File: src/hdl/dqnr_pkg.sv
// ----------------------------------------------------------------------------
// dqnr_pkg: shared types and constants of the near-end-removal deque
// Operation codes, cell command bundle and the elaboration-time helpers
// that size the registered select tree.
// ----------------------------------------------------------------------------
package dqnr_pkg;

  // Fixed widths of the channel fields.
  localparam int OP_W    = 3;
  localparam int VALUE_W = 16;

  // Fan-in of one node of the select tree.
  localparam int TREE_RADIX = 32;

  // Operation codes carried by an input word.
  typedef enum logic [OP_W-1:0] {
    OP_PUSH_FRONT = 3'd0,
    OP_PUSH_BACK  = 3'd1,
    OP_POP_FRONT1 = 3'd2,
    OP_POP_FRONT2 = 3'd3,
    OP_POP_FRONT3 = 3'd4,
    OP_POP_BACK1  = 3'd5,
    OP_POP_BACK2  = 3'd6,
    OP_POP_BACK3  = 3'd7
  } op_e;

  // Command broadcast to every cell of the row.
  typedef struct packed {
    logic push_front;  // every cell takes its front neighbor
    logic push_back;   // the addressed cell takes the pushed value
    logic remove;      // cells at or behind the address take their back neighbor
  } cell_cmd_t;

  // Number of nodes on a given level of the tree; level zero is the leaves.
  function automatic int tree_level_width(int n, int lvl);
    int w;
    w = n;
    for (int i = 0; i < lvl; i++) begin
      w = (w + TREE_RADIX - 1) / TREE_RADIX;
    end
    return w;
  endfunction

  // Number of registered levels above the leaves.
  function automatic int tree_levels(int n);
    int w;
    int l;
    w = n;
    l = 0;
    while (w > 1) begin
      w = (w + TREE_RADIX - 1) / TREE_RADIX;
      l++;
    end
    if (l == 0) begin
      l = 1;
    end
    return l;
  endfunction

  // Position of the first node of a level in the flat node array.
  function automatic int tree_offset(int n, int lvl);
    int off;
    off = 0;
    for (int i = 1; i < lvl; i++) begin
      off += tree_level_width(n, i);
    end
    return off;
  endfunction

endpackage

File: src/hdl/dqnr_cell.sv
// ----------------------------------------------------------------------------
// dqnr_cell: one storage cell of the deque row
// Holds the element at a fixed distance from the front and trades it with
// its neighbors on pushes and removals. Also presents its value on a
// registered select output when the broadcast address matches.
// ----------------------------------------------------------------------------
module dqnr_cell #(
  parameter int POS_W = 10,
  parameter int VW    = 16,
  parameter int IDX   = 0
) (
  input  logic                      clk_i,
  input  dqnr_pkg::cell_cmd_t       cmd_i,
  input  logic [POS_W-1:0]          pos_i,
  input  logic [VW-1:0]             push_val_i,
  input  logic [VW-1:0]             front_i,
  input  logic [VW-1:0]             back_i,
  output logic [VW-1:0]             val_o,
  output logic [VW-1:0]             sel_o
);

  localparam logic [POS_W-1:0] MY_POS = POS_W'(IDX);

  logic [VW-1:0] val_q, val_d;
  logic [VW-1:0] sel_q;
  logic          hit;

  assign hit = (pos_i == MY_POS);

  // Next element: shift back on a front push, load on a matching back push,
  // shift toward the front behind a removed element.
  always_comb begin
    val_d = val_q;
    if (cmd_i.push_front) begin
      val_d = front_i;
    end else if (cmd_i.push_back && hit) begin
      val_d = push_val_i;
    end else if (cmd_i.remove && (pos_i <= MY_POS)) begin
      val_d = back_i;
    end
  end

  // Element storage and the leaf of the select tree.
  always_ff @(posedge clk_i) begin
    val_q <= val_d;
    sel_q <= hit ? val_q : '0;
  end

  assign val_o = val_q;
  assign sel_o = sel_q;

endmodule

File: config.mk
export PLATFORM = sky130hd
export DESIGN_NAME = dqnr_cell
export DESIGN_NICKNAME = d
export VERILOG_FILES = /design/src/hdl/dqnr_pkg.sv /design/src/hdl/dqnr_cell.sv
export SDC_FILE = /design/constraint.sdc
export NUM_CORES = 1
export LEC_CHECK = 0
export BUFFER_PORTS_ARGS = -buffer_cell sky130_fd_sc_hd__buf_2
export CAP_MARGIN = 10
export CORE_MARGIN = 3
export CORE_UTILIZATION = 46
export CTS_CLUSTER_DIAMETER = 50
export DETAILED_ROUTE_END_ITERATION = 7
export PLACE_DENSITY = 0.81
export SLEW_MARGIN = 25
export SYNTH_ARGS = -nofsm -noshare
export SYNTH_HDL_FRONTEND = slang
export SYNTH_SLANG_ARGS = --single-unit
File: constraint.sdc
create_clock -name clk_i -period 3.2 [get_ports clk_i]
set_input_delay 0.48 -clock clk_i [delete_from_list [all_inputs] [get_ports clk_i]]
set_output_delay 0.48 -clock clk_i [all_outputs]
set_load 0.02 [all_outputs]
==> flow_summary_export.csv, run 1 <==
group,metric,value,unit
drt,drc,0,
yosys,syn-mean-instance-area,11.67,um^2
job,drv_cap,0,
drt,postRouteAntennaNets,0,
sta,finalHoldViolCount,0,
global_route,grt_pass1_wl,5.202,mm
power,pwr-share-comb,17.6,%
yosys,ys_seq_area_share,51.57,%
setup_path,cp.arrival,2.06,ns
global_route,first_global_vias,1241,
drt,drtIter0Drc,67,
global_route,gr-max-usage-layer,"met2",
drt,drt_pass1_iterations,4,
setup_path,critical_path.slowest_cell,"a21o_1",
cts,cts_setup_buffers,0,
global_route,gr-usage-met3,3.339,%
sta,slew_violations,0,
die,die-area,4109,um^2
die,coreArea,3128,um^2
sta,rsz0062_at_grt,"no",
layout,drive_above_1_share,47.09,%
setup_path,path_class,"input port to flop",
sta,setup_violations,0,
global_route,antenna_found_initial,0,
cts,ctsResizeCount,0,
layout,n_antenna_cell,0,
drt,routedWlPerCell,12.63,um
place,gp_congestion,0.7576,
cts,clockBufferDepth,2,
yosys,netlist_area,1553,um^2
global_route,grt_overflow,0,
die,pin_count,94,
yosys,yosysWarnings,0,
global_route,grtUsageMet1,18.88,%
drt,via_per_inst,5.064,
hold_path,hp-class,"flop to flop",
cts,insertion_delay,0.31,ns
place,portBuffers,93,
layout,final_nets,284,
setup_path,worstPathRequired,3.15,ns
cts,cts_tree,"done",
cts,ctsHoldBuffers,0,
cts,cts-buffers-inserted,5,
yosys,synthCells,133,
die,placementRows,20,
layout,design_area,2078,um^2
sta,worst_slew_pin_slew,0.6432,ns
layout,regArea,800.8,um^2
cts,clk_pin_slew_worst_paths,0.08,ns
die,start_util,49.64,%
power,p_int,0.6298,mW
place,postPlaceCellArea,2019,um^2
drt,via_count,1352,
sta,max_slew_margin,57.12,%
global_route,grtUsageMet2,28.65,%
global_route,grt_max_degree,50,
power,p_sw_share,23.59,%
die,dieWidth,64.10,um
layout,multi_input_area,675.6,um^2
sta,period_minus_slack,2.107,ns
setup_path,cpPeakStageDelay,0.53,ns
die,die_h,64.10,um
power,power.switching,0.1944,mW
sta,fin_skew,0.002445,ns
power,pwr-share-clk,26.5,%
yosys,syn_nets,195,
yosys,synth.distinct_cells,18,
cts,cts.sinks,32,
power,seqPwrFrac,55.9,%
layout,fillers,249,
power,vdd_drop_max,139.4,uV
drt,wl,3.371,mm
cts,h-tree-depth,2,
outcome,outcome,"complete, no violations",
setup_path,startpoint_type,"input port",
layout,final_util,66.44,%
setup_path,crit_fanout,18,
global_route,grt_use_total,16.24,%
power,p_leak,0.9503,nW
sta,fmax,0.4747,GHz
layout,syn2layout_area_growth,33.84,%
yosys,ys_ff_latch,32,
setup_path,path_cells,"buf_2, nor4_4, buf_4, and3_1, a21o_1",
setup_path,worstSetupEndpointType,"flop",
cts,clockRootBuffer,"clkbuf_4",
sta,period_share,65.84,%
sta,setup_tns,0,ns
power,cellPowerDensity,396.6,nW/um^2
## placed cells by master, fill, tap and decap left out
cell type / netlist / routed
buf_2: 1 / 93
nor2b_1: 16 / 16
nand2b_1: 16 / 16
a41oi_1: 16 / 16
a221o_1: 16 / 16
and2_1: 16 / 16
dfxtp_1: 16 / 16
edfxtp_1: 16 / 16
clkbuf_4: 0 / 5
buf_4: 4 / 3
nor4_4: 2 / 2
clkbuf_1: 7 / 2
nor2_1: 1 / 1
and4_1: 1 / 1
and3_1: 1 / 1
or2_2: 1 / 1
a21o_1: 1 / 1
clkbuf_8: 0 / 1
## synthesized netlist by cell type
master,instances,share of area [%]
nor2b_1,16,6.4
clkbuf_1,7,1.7
a41oi_1,16,9.0
buf_4,4,1.9
a221o_1,16,10
nor2_1,1,0.24
nor4_4,2,2.7
nand2b_1,16,6.4
edfxtp_1,16,31
and3_1,1,0.40
and2_1,16,6.4
dfxtp_1,16,21
buf_6,1,0.73
buf_2,1,0.32
or2_2,1,0.40
a21o_1,1,0.48
and4_1,1,0.56
buf_1,1,0.24
## critical path: cells and delay by family
family	cells	cell delay (ns)
and+or+nand+nor	2	0.68
AOI/OAI and AO/OA	1	0.53
buffers and inverters	2	0.36
## kinds of logic (layout without fill, tap and decap cells)
family | count (synthesis) | count (layout) | share of synthesized area (%)
flops | 32 | 32 | 51.57
simple gates | 54 | 54 | 23.69
compound gates | 33 | 33 | 19.82
buf+inv | 14 | 104 | 4.915
## final timing paths
kind	startpoint	endpoint	slack, ns	depth (start not counted)
max	pos_i[1]	val_o[14]	1.09	5
min	val_o[2]	sel_o[2]	0.47	1
max reg2reg	val_o[11]	sel_o[11]	2.54	1
min reg2reg	val_o[2]	sel_o[2]	0.47	1
## power groups by stage
stage,logic (mW),registers (mW),clock network (mW)
after floorplan,0.0552,0.495,0
after global placement,0.144,0.469,0
after detailed placement,0.146,0.471,0
after CTS,0.146,0.461,0.227
after global routing,0.158,0.465,0.242
final,0.145,0.461,0.218
## final cells by class
type                    instances  area share [%]
flip-flops and latches         32           38.53
multi-input cells              87           32.51
clock buffers                   8           2.830
well taps                      44           2.649
repair buffers                 96           23.48
## flip-flops by register name, summed over array words and instances (netlist names)
signal  flops
sel_o      16
val_o      16
## layer usage
layer | vias to the layer above | part of all wire, %
met3 | 7 | 7.4
met4 | 0 | 2.0
li1 | 684 | -
met5 | - | 0
met1 | 598 | 37
met2 | 63 | 53
## metrics by stage
stage | hold WS, ns | power, mW | setup WS [ns] | cells
3_3_place_gp | 0.4587 | 0.6131 | 0.8356 | 259
6_report | 0.4714 | 0.8242 | 1.093 | 267
2_1_floorplan | 0.6079 | 0.5498 | 1.087 | 133
5_1_grt | 0.4655 | 0.8647 | 0.9839 | 267
3_5_place_dp | 0.4569 | 0.6169 | 0.7469 | 259
4_1_cts | 0.4534 | 0.8348 | 1.100 | 267
Power figures use the tool's default switching activity.
==> inputs of run 2 (changes only) <==
Settings changed: CORE_UTILIZATION 46 to 43, PLACE_DENSITY 0.81 to 0.76.
Clock period 3.2 ns to 2.1 ns, I/O delays scaled along.
==> flow_summary_export.csv, run 2 (synthesis gave the netlist of run 1 again) <==
group,metric,value,unit
setup_path,crit_buf_inv,1,
cts,cts_tree,"done",
power,cellPowerDensity,615.3,nW/um^2
sta,slew_violations,0,
sta,setup_tns,0,ns
sta,finalHoldViolCount,0,
setup_path,crit_cells,4,
global_route,first_global_vias,1199,
global_route,grt_max_degree,50,
setup_path,r2r_slack,1.44,ns
global_route,grt_overflow,0,
layout,n_antenna_cell,0,
setup_path,worstReg2RegStart,"val_o[13]",
cts,insertion_delay,0.32,ns
outcome,outcome,"complete, no violations",
drt,drc,0,
drt,drt_pass1_iterations,4,
sta,rsz0062_at_grt,"no",
setup_path,path_cells,"buf_2, nor4_4, and4_1, a221o_1",
layout,final_nets,289,
place,portBuffers,93,
layout,final_common_cell,"buf_2",
global_route,antenna_found_initial,0,
cts,clockRootBuffer,"clkbuf_4",
cts,clk_pin_slew_worst_paths,0.09,ns
cts,cts_setup_buffers,0,
setup_path,worstSetupEndpointType,"flop",
setup_path,crit_family,"simple AND/OR/NAND/NOR gates",
power,power,1.310,mW
setup_path,path_class,"input port to flop",
layout,final_util,62.31,%
drt,via_count,1344,
drt,routedWlPerCell,13.03,um
cts,cts-buffers-inserted,5,
drt,drtIter0Drc,27,
setup_path,crit_fanout,16,
cts,ctsResizeCount,0,
drt,postRouteAntennaNets,0,
sta,fin_ws,0.6619,ns
sta,max_slew_margin,53.60,%
cts,cts.sinks,32,
place,post-place-ws,0.3244,ns
setup_path,critical_path.slowest_cell,"and4_1",
layout,syn2layout_area_growth,37.07,%
setup_path,worst_r2r_endpoint,"sel_o[13]",
die,die_h,66.09,um
power,vdd_drop_max,196.0,uV
sta,fmax,0.6953,GHz
sta,fin_skew,0.007097,ns
setup_path,setup.worst_path.start,"pos_i[9]",
sta,period_share,68.48,%
global_route,grt_pass1_wl,5.492,mm
hold_path,hp-class,"input port to flop",
setup_path,worstPathRequired,2.29,ns
layout,drive_above_1_share,48.68,%
job,drv_cap,0,
sta,period_minus_slack,1.438,ns
die,placementRows,21,
cts,clockBufferDepth,2,
cts,ctsHoldBuffers,0,
die,dieWidth,66.09,um
sta,setup_violations,0,
setup_path,cp.arrival,1.62,ns
setup_path,crit_end,"val_o[11]",
die,pin_count,94,
setup_path,startpoint_type,"input port",
die,die-area,4368,um^2
global_route,grt_use_total,16.55,%
power,p_leak,0.9824,nW
place,gp_congestion,0.7988,
setup_path,r2r_cells,1,
sta,worst_slew_pin_slew,0.6960,ns
setup_path,cpPeakStageDelay,0.61,ns
place,dp.final_hpwl,2.840,mm
die,coreArea,3416,um^2
drt,via_per_inst,4.905,
die,start_util,45.46,%
drt,wl,3.569,mm
cts,h-tree-depth,2,
## run 2: through the flow
step	instance area [um^2]	hold WS (ns)	std cells
global route	2128	0.2819	274
CTS	2128	0.2832	274
global placement	2059	0.4557	266
detailed placement	2059	0.4588	266
finish	2128	0.3034	274
floorplan	1553	0.5304	133
## run 2: final cells by class
class / instances / area, um^2
sequential: 32 / 800.8
fill: 305 / 1287
tap: 46 / 57.56
multi-input combinational: 87 / 675.6
timing repair buffer: 101 / 525.5
clock buffer: 8 / 68.82
## run 2: routing by layer
| metal | GRT usage (%) | part of all wire [%] | routed length (um) | vias up |
|---|---|---|---|---|
| met2 | 28.00 | 49 | 1747 | 60 |
| met4 | 6.853 | 2.0 | 71 | 0 |
| met1 | 19.98 | 42 | 1494 | 583 |
| met3 | 3.912 | 7.1 | 255 | 6 |
| li1 | - | - | - | 695 |
| met5 | 0 | 0 | 0 | - |
## run 2: power breakdown
| group | total, mW | leakage (nW) | internal [mW] | switching, mW |
|---|---|---|---|---|
| logic | 0.227 | 0.659 | 0.109 | 0.119 |
| clock network | 0.380 | 0.0386 | 0.197 | 0.183 |
| registers | 0.702 | 0.285 | 0.690 | 0.0126 |
## run 2: how the worst min path moves through the flow
| stage | from | slack (ns) | cells past startpoint | end |
|---|---|---|---|---|
| floorplan | front_i[14] | 0.53 | 1 | val_o[14] |
| global placement | val_o[10] | 0.46 | 1 | sel_o[10] |
| detailed placement | val_o[2] | 0.46 | 1 | sel_o[2] |
| CTS | front_i[6] | 0.28 | 2 | val_o[6] |
| global route | front_i[9] | 0.28 | 2 | val_o[9] |
| finish | front_i[6] | 0.30 | 2 | val_o[6] |
